--- src/hw/rtl/iiea_pkg.sv ---
`timescale 1ns / 1ps

package iiea_pkg;

  // fixed field widths of the command and result beats
  localparam int unsigned CMD_W  = 3;
  localparam int unsigned POS_W  = 5;
  localparam int unsigned VAL_W  = 32;
  localparam int unsigned CNT_W  = 5;
  localparam int unsigned STAT_W = 2;

  // default geometry of the table
  localparam int unsigned DEFAULT_DEPTH      = 16;
  localparam int unsigned DEFAULT_DATA_WIDTH = 32;

  // command codes
  typedef enum logic [CMD_W-1:0] {
    CMD_SET    = 3'd0,
    CMD_GET    = 3'd1,
    CMD_INSERT = 3'd2,
    CMD_ERASE  = 3'd3,
    CMD_CLEAR  = 3'd4
  } cmd_e;

  // result status codes
  typedef enum logic [STAT_W-1:0] {
    ST_OK    = 2'd0,
    ST_RANGE = 2'd1,
    ST_FULL  = 2'd2
  } status_e;

endpackage

--- src/hw/rtl/iiea_ram.sv ---
`timescale 1ns / 1ps

module iiea_ram #(
  parameter int unsigned Depth     = iiea_pkg::DEFAULT_DEPTH,
  parameter int unsigned DataWidth = iiea_pkg::DEFAULT_DATA_WIDTH
) (
  input  logic                       clk_i,
  input  logic                       we_i,
  input  logic [$clog2(Depth)-1:0]   waddr_i,
  input  logic [DataWidth-1:0]       wdata_i,
  input  logic                       re_i,
  input  logic [$clog2(Depth)-1:0]   raddr_i,
  output logic [DataWidth-1:0]       rdata_o
);

  logic [DataWidth-1:0] mem [Depth];
  logic [DataWidth-1:0] rdata_q;

  // one write port, one registered read port
  always_ff @(posedge clk_i) begin
    if (we_i) begin
      mem[waddr_i] <= wdata_i;
    end
    if (re_i) begin
      rdata_q <= mem[raddr_i];
    end
  end

  assign rdata_o = rdata_q;

endmodule

--- src/hw/rtl/indexed_insert_erase_array_core.sv ---
`timescale 1ns / 1ps

// Bounded ordered table of DEPTH words with a live count.
// Command channel: in_valid_i / in_stall_o carry cmd_i, position_i, value_i;
// a beat is taken when valid is high and stall is low.
// Result channel: out_valid_o / out_stall_i carry read_data_o, count_o,
// empty_res_o and status_o, one result beat per command beat.
// The block takes one command at a time and holds in_stall_o high while it
// works on it. Set writes the table, get reads it, and clear, refused or
// unknown commands go straight to the result; insert and erase first move
// entries, count - position of them for insert and count - position - 1
// for erase, then insert writes the new value. Every moved entry costs one
// read and one write of the table RAM, never in the same cycle, stepped by
// one shared increment/decrement pointer unit.
// A finished result sits in an output register; a new command is taken
// while it waits, and the next result waits until it has been taken.
// While out_stall_i is high the result beat holds its value.
// Reset clears the count and the handshake state; the table contents are
// left as they were and are only read below the count.
module indexed_insert_erase_array_core #(
  parameter int unsigned DEPTH      = iiea_pkg::DEFAULT_DEPTH,
  parameter int unsigned DATA_WIDTH = iiea_pkg::DEFAULT_DATA_WIDTH
) (
  input  logic                         clk_i,
  input  logic                         rst_ni,
  input  logic                         in_valid_i,
  output logic                         in_stall_o,
  input  logic [iiea_pkg::CMD_W-1:0]   cmd_i,
  input  logic [iiea_pkg::POS_W-1:0]   position_i,
  input  logic [iiea_pkg::VAL_W-1:0]   value_i,
  output logic                         out_valid_o,
  input  logic                         out_stall_i,
  output logic [iiea_pkg::VAL_W-1:0]   read_data_o,
  output logic [iiea_pkg::CNT_W-1:0]   count_o,
  output logic                         empty_res_o,
  output logic [iiea_pkg::STAT_W-1:0]  status_o
);

  import iiea_pkg::*;

  localparam int unsigned AW = $clog2(DEPTH);
  localparam int unsigned CW = $clog2(DEPTH + 1);

  typedef enum logic [2:0] {
    S_IDLE,
    S_SHIFT_RD,
    S_SHIFT_WR,
    S_STORE,
    S_READ,
    S_RESP
  } state_e;

  state_e                state_q, state_d;
  logic [CW-1:0]         count_q, count_d;
  logic [AW-1:0]         ptr_q, ptr_d;
  logic [AW-1:0]         lim_q, lim_d;
  logic                  down_q, down_d;
  logic [AW-1:0]         pos_q, pos_d;
  logic [DATA_WIDTH-1:0] val_q, val_d;
  logic                  get_q, get_d;
  status_e               status_q, status_d;
  logic                  out_valid_q, out_valid_d;
  logic [VAL_W-1:0]      out_data_q, out_data_d;
  logic [CNT_W-1:0]      out_count_q, out_count_d;
  logic                  out_empty_q, out_empty_d;
  status_e               out_status_q, out_status_d;
  logic                  out_load;
  logic                  in_accept;

  // memory port signals
  logic                  ram_we;
  logic [AW-1:0]         ram_waddr;
  logic [DATA_WIDTH-1:0] ram_wdata;
  logic                  ram_re;
  logic [AW-1:0]         ram_raddr;
  logic [DATA_WIDTH-1:0] ram_rdata;

  // widened views of the command fields and the count
  cmd_e                  cmd_in;
  logic [31:0]           pos_ext;
  logic [31:0]           cnt_ext;
  logic [31:0]           cnt_m1_ext;
  logic [63:0]           val_ext;
  logic [63:0]           rd_ext;
  logic                  pos_lt_cnt;
  logic                  pos_le_cnt;
  logic                  tbl_full;
  logic [AW-1:0]         ptr_step;

  assign cmd_in     = cmd_e'(cmd_i);
  assign pos_ext    = 32'(position_i);
  assign cnt_ext    = 32'(count_q);
  assign cnt_m1_ext = cnt_ext - 32'd1;
  assign val_ext    = 64'(value_i);
  assign rd_ext     = 64'(ram_rdata);
  assign pos_lt_cnt = pos_ext < cnt_ext;
  assign pos_le_cnt = pos_ext <= cnt_ext;
  assign tbl_full   = cnt_ext >= 32'(DEPTH);

  // shared pointer unit: one step up or down
  assign ptr_step = down_q ? (ptr_q - AW'(1)) : (ptr_q + AW'(1));

  assign in_stall_o = (state_q != S_IDLE);
  assign in_accept  = in_valid_i && !in_stall_o;

  // sequencer
  always_comb begin
    state_d      = state_q;
    count_d      = count_q;
    ptr_d        = ptr_q;
    lim_d        = lim_q;
    down_d       = down_q;
    pos_d        = pos_q;
    val_d        = val_q;
    get_d        = get_q;
    status_d     = status_q;
    out_valid_d  = out_valid_q && out_stall_i;
    out_data_d   = out_data_q;
    out_count_d  = out_count_q;
    out_empty_d  = out_empty_q;
    out_status_d = out_status_q;
    out_load     = 1'b0;
    ram_we       = 1'b0;
    ram_waddr    = ptr_q;
    ram_wdata    = ram_rdata;
    ram_re       = 1'b0;
    ram_raddr    = ptr_step;

    unique case (state_q)
      S_IDLE: begin
        if (in_accept) begin
          pos_d    = pos_ext[AW-1:0];
          val_d    = val_ext[DATA_WIDTH-1:0];
          get_d    = 1'b0;
          status_d = ST_OK;
          state_d  = S_RESP;
          unique case (cmd_in)
            CMD_SET: begin
              if (pos_lt_cnt) begin
                state_d = S_STORE;
              end else begin
                status_d = ST_RANGE;
              end
            end
            CMD_GET: begin
              if (pos_lt_cnt) begin
                get_d   = 1'b1;
                state_d = S_READ;
              end else begin
                status_d = ST_RANGE;
              end
            end
            CMD_INSERT: begin
              if (!pos_le_cnt) begin
                status_d = ST_RANGE;
              end else if (tbl_full) begin
                status_d = ST_FULL;
              end else begin
                count_d = count_q + CW'(1);
                ptr_d   = cnt_ext[AW-1:0];
                lim_d   = pos_ext[AW-1:0];
                down_d  = 1'b1;
                state_d = (pos_ext == cnt_ext) ? S_STORE : S_SHIFT_RD;
              end
            end
            CMD_ERASE: begin
              if (pos_lt_cnt) begin
                count_d = count_q - CW'(1);
                ptr_d   = pos_ext[AW-1:0];
                lim_d   = cnt_m1_ext[AW-1:0];
                down_d  = 1'b0;
                state_d = (pos_ext == cnt_m1_ext) ? S_RESP : S_SHIFT_RD;
              end else begin
                status_d = ST_RANGE;
              end
            end
            CMD_CLEAR: begin
              count_d = '0;
            end
            default: begin
            end
          endcase
        end
      end
      S_SHIFT_RD: begin
        ram_re    = 1'b1;
        ram_raddr = ptr_step;
        state_d   = S_SHIFT_WR;
      end
      S_SHIFT_WR: begin
        ram_we    = 1'b1;
        ram_waddr = ptr_q;
        ram_wdata = ram_rdata;
        ptr_d     = ptr_step;
        if (ptr_step == lim_q) begin
          state_d = down_q ? S_STORE : S_RESP;
        end else begin
          state_d = S_SHIFT_RD;
        end
      end
      S_STORE: begin
        ram_we    = 1'b1;
        ram_waddr = pos_q;
        ram_wdata = val_q;
        state_d   = S_RESP;
      end
      S_READ: begin
        ram_re    = 1'b1;
        ram_raddr = pos_q;
        state_d   = S_RESP;
      end
      S_RESP: begin
        if (!out_valid_q || !out_stall_i) begin
          out_load     = 1'b1;
          out_valid_d  = 1'b1;
          out_data_d   = get_q ? rd_ext[VAL_W-1:0] : '0;
          out_count_d  = cnt_ext[CNT_W-1:0];
          out_empty_d  = (count_q == '0);
          out_status_d = status_q;
          state_d      = S_IDLE;
        end
      end
      default: begin
        state_d = S_IDLE;
      end
    endcase
  end

  // state, count and registered result beat
  always_ff @(posedge clk_i or negedge rst_ni) begin
    if (!rst_ni) begin
      state_q     <= S_IDLE;
      count_q     <= '0;
      out_valid_q <= 1'b0;
    end else begin
      state_q     <= state_d;
      count_q     <= count_d;
      out_valid_q <= out_valid_d;
      ptr_q       <= ptr_d;
      lim_q       <= lim_d;
      down_q      <= down_d;
      pos_q       <= pos_d;
      val_q       <= val_d;
      get_q       <= get_d;
      status_q    <= status_d;
      if (out_load) begin
        out_data_q   <= out_data_d;
        out_count_q  <= out_count_d;
        out_empty_q  <= out_empty_d;
        out_status_q <= out_status_d;
      end
    end
  end

  iiea_ram #(
    .Depth    (DEPTH),
    .DataWidth(DATA_WIDTH)
  ) u_ram (
    .clk_i  (clk_i),
    .we_i   (ram_we),
    .waddr_i(ram_waddr),
    .wdata_i(ram_wdata),
    .re_i   (ram_re),
    .raddr_i(ram_raddr),
    .rdata_o(ram_rdata)
  );

  assign out_valid_o = out_valid_q;
  assign read_data_o = out_data_q;
  assign count_o     = out_count_q;
  assign empty_res_o = out_empty_q;
  assign status_o    = out_status_q;

`ifndef SYNTHESIS
  // live count never exceeds the table depth
  assert property (@(posedge clk_i) disable iff (!rst_ni)
    32'(count_q) <= 32'(DEPTH))
    else $error("live count above table depth");

  // a taken command beat always makes the block busy next cycle
  assert property (@(posedge clk_i) disable iff (!rst_ni)
    in_accept |=> in_stall_o)
    else $error("command taken but block not busy");

  // a new result beat only comes out of the response state
  assert property (@(posedge clk_i) disable iff (!rst_ni)
    out_load |-> (state_q == S_RESP) && (!out_valid_q || !out_stall_i))
    else $error("result loaded outside response state or over a held beat");

  // the table is never written and read in the same cycle
  assert property (@(posedge clk_i) disable iff (!rst_ni)
    !(ram_we && ram_re))
    else $error("table written and read in one cycle");
`endif

endmodule
--- config.mk ---
export PLATFORM = sky130hd
export DESIGN_NAME = indexed_insert_erase_array_core
export DESIGN_NICKNAME = d
export VERILOG_FILES = /design/src/hw/rtl/iiea_pkg.sv /design/src/hw/rtl/iiea_ram.sv /design/src/hw/rtl/indexed_insert_erase_array_core.sv
export SDC_FILE = /design/constraint.sdc
export NUM_CORES = 1
export LEC_CHECK = 0
export BUFFER_PORTS_ARGS = -buffer_cell sky130_fd_sc_hd__buf_2
export CAP_MARGIN = 20
export CORE_MARGIN = 5
export CORE_UTILIZATION = 45
export DETAILED_ROUTE_END_ITERATION = 10
export PLACE_DENSITY_LB_ADDON = 0.25
export SYNTH_ARGS = -nofsm -noshare
export SYNTH_HDL_FRONTEND = slang
export SYNTH_SLANG_ARGS = --single-unit
export TNS_END_PERCENT = 10
--- constraint.sdc ---
create_clock -name clk_i -period 4.3 [get_ports clk_i]
set_clock_uncertainty 0.05 [all_clocks]
set_input_delay 0.86 -clock clk_i [delete_from_list [all_inputs] [get_ports clk_i]]
set_output_delay 0.86 -clock clk_i [all_outputs]
set_load 0.03 [all_outputs]
==> flow_summary.ini <==
[sta]
tns_ns = 0
fmax_ghz = 0.2786
final-max-slew-violation-count = 0
relSlewSlack_pct = 25.17
post-route-period-util_pct = 83.48
setup_violations = 0
min_period_ns = 3.589
rsz0062_at_grt = no
hold_slack_ns = 0.08191
final_hold_viol_count = 0
tightest_slew_ns = 1.119

[worst_setup_path]
cp-start-kind = register
max_stage_delay_ns = 0.92
ff2ff_setup_slack_ns = 0.71
cp_max_fo = 16
worst_r2r_path_depth = 8
cpMostUsedCell = a31oi_1
cp.required_ns = 4.56
crit_path_cell_trace = fa_4 > xnor2_1 > mux2i_4 > a211oi_4 > buf_4 > nand3_1 > a31oi_1 > a31oi_1
slowest_stage = a211oi_4
regToRegStartpoint = ptr_q[1]
critPathArrivalTime_ns = 3.85
crit_buf_inv = 1
critical_path.top_delay_family = compound AO/OA/AOI/OAI gates
r2r_end = u_ram.rdata_o[29]
startpoint = ptr_q[1]
crit_type = register to register
cp-end-kind = register

[logic_synthesis]
avgSynthCellArea_sq_um = 16.27
synthMostInstantiatedCell = edfxtp_1
yosys.area.top_type = edfxtp_1
synth_nets = 1793
synthTopCellsByArea = edfxtp_1, mux4_2, nand2_1, nand3_1, a211oi_1
netlist_area_sq_um = 28240
netlist_instances = 1736
synth_warnings = 0
synth_ff_type = edfxtp_1
postSynth.asyncResetShare_pct = 1.404
synth_seq_cells = 641
yosysSeqAreaShare_pct = 67.99
synth_cell_types = 58
synth_edf_count = 632
synth_common_cells = edfxtp_1, nand2_1, mux4_2, nand3_1, clkbuf_1
synth.top_cell.area_share_pct = 67.19

[route]
first_iter_violations = 1494
antenna_left = 0
vias = 16545
routed_wl_microns = 70570
drc = 0
via_per_inst = 6.069
drt-pass1-iter-count = 5
wl_per_cell_microns = 25.89

[place]
io_buffers = 85
gp_congestion = 0.7848
hpwl_microns = 40210

[global_route]
grt_max_degree = 91
grt_pass1_vias = 16708
grt_use_total_pct = 20.85
grt_pass1_wl_microns = 106300
antenna_found_initial = 0
grt_overflow = 0

[cells_and_area]
num_antenna_cells = 0
final_layout_size_suffix_gt1_share_pct = 24.67
utilization_pct = 51.94
syn2layout_area_growth_pct = 13.90
final_nets = 1892

[floorplan]
core_sq_um = 61940
dieArea_sq_um = 67880
ios = 86
die_h_microns = 260.5
start_util_pct = 45.60
fp.dieW_microns = 260.5
rows = 91

[clocking]
clk_pin_slew_worst_paths_ns = 0.06
clock_latency_ns = 0.61
cts_setup_buffers = 0
cts_resized = 0
cts_max_level = 3
cts.sinks = 641
clk_path_buf_depth = 3
tritoncts = built
numCtsBuffers = 69
hold_buffers = 0
cts_root_buffer = clkbuf_16

[min_path]
hold_class = input pin to asynchronous set/reset pin

[power]
peakVddDrop_uv = 345.4
power_density_nw_per_um2 = 605.8
power.total_uw = 19490
p_leak_uw = 0.01047

[run_status]
outcome = finished clean

[flow_run]
max_cap_viol_count = 0
-- placed cells by master, fill, tap and decap left out, types with 15 or more instances in the layout --
cell,synthesis,routed
a21oi_1,44,44
nor2b_1,36,36
and2_1,36,36
o21ai_0,17,17
mux2i_1,33,31
nor2_4,0,20
a31oi_1,69,69
edfxtp_1,632,632
clkinv_2,0,15
a211oi_1,65,64
nand3_1,103,103
mux4_2,161,161
inv_1,15,15
a22oi_1,31,31
buf_2,21,85
nand2_1,213,212
buf_4,8,46
clkbuf_16,0,72
nor2_1,38,18
clkbuf_1,72,16
mux2_2,32,32
-- how the worst max path moves through the flow --
stage	end	slack, ns	cells past startpoint
final	u_ram.rdata_o[29]	0.71	8
after global routing	u_ram.rdata_o[29]	0.53	8
after CTS	u_ram.rdata_o[29]	0.75	8
after detailed placement	u_ram.rdata_o[29]	0.76	8
after global placement	u_ram.rdata_o[4]	0.84	8
after floorplan	u_ram.mem[15][0]	1.05	7
-- layer usage --
metal	GRT usage [%]	vias up	share of wire (%)
met4	6.487	0	2.5
li1	-	7171	-
met1	28.68	8659	42
met5	0	-	0
met2	34.72	597	50
met3	3.193	118	6.1
-- cell families after synthesis --
logic type      Yosys count  share of synthesized area (%)
compound gates          254                          5.989
buf+inv                 131                          2.073
mux                     228                          15.37
flops                   641                          67.99
simple gates            452                          7.371
fa+ha+maj                13                         0.6290
xor+xnor                 17                         0.5759
-- final cells by class --
cell class                      count  area [sq um]
Inverter                           15         56.30
Timing Repair Buffer              144          1031
Fill cell                        5016         29770
Clock buffer                       90          1889
Clock inverter                     35         256.5
Tap cell                          837          1047
Multi-Input combinational cell    964          8686
Sequential cell                   641         19200
-- power breakdown --
group / switching (uW) / total (uW) / internal [uW]
Combinational: 3430 / 5120 / 1690
Sequential: 279 / 8690 / 8410
Clock: 2400 / 5680 / 3280
Total: 6110 / 19500 / 13400
-- sequential cells by signal, summed over array words and instances, names as in the netlist --
signal / flops
read_data_o: 32
ptr_q: 4
u_ram.rdata_o: 32
u_ram.mem: 512
status_o: 2
out_valid_o: 1
count_q: 5
state_q: 3
down_q: 1
pos_q: 4
val_q: 32
lim_q: 4
get_q: 1
status_q: 2
count_o: 5
empty_res_o: 1
-- metrics by stage --
| stage | std cells | worst slack [ns] | cell area (sq um) |
|---|---|---|---|
| after floorplan | 1736 | 1.046 | 28240 |
| after global placement | 2601 | 0.8436 | 30020 |
| after detailed placement | 2601 | 0.7556 | 30020 |
| after CTS | 2726 | 0.7513 | 32170 |
| after global routing | 2726 | 0.5321 | 32170 |
| final | 2726 | 0.7105 | 32170 |
Note: power is estimated with default switching activity, not from simulation.
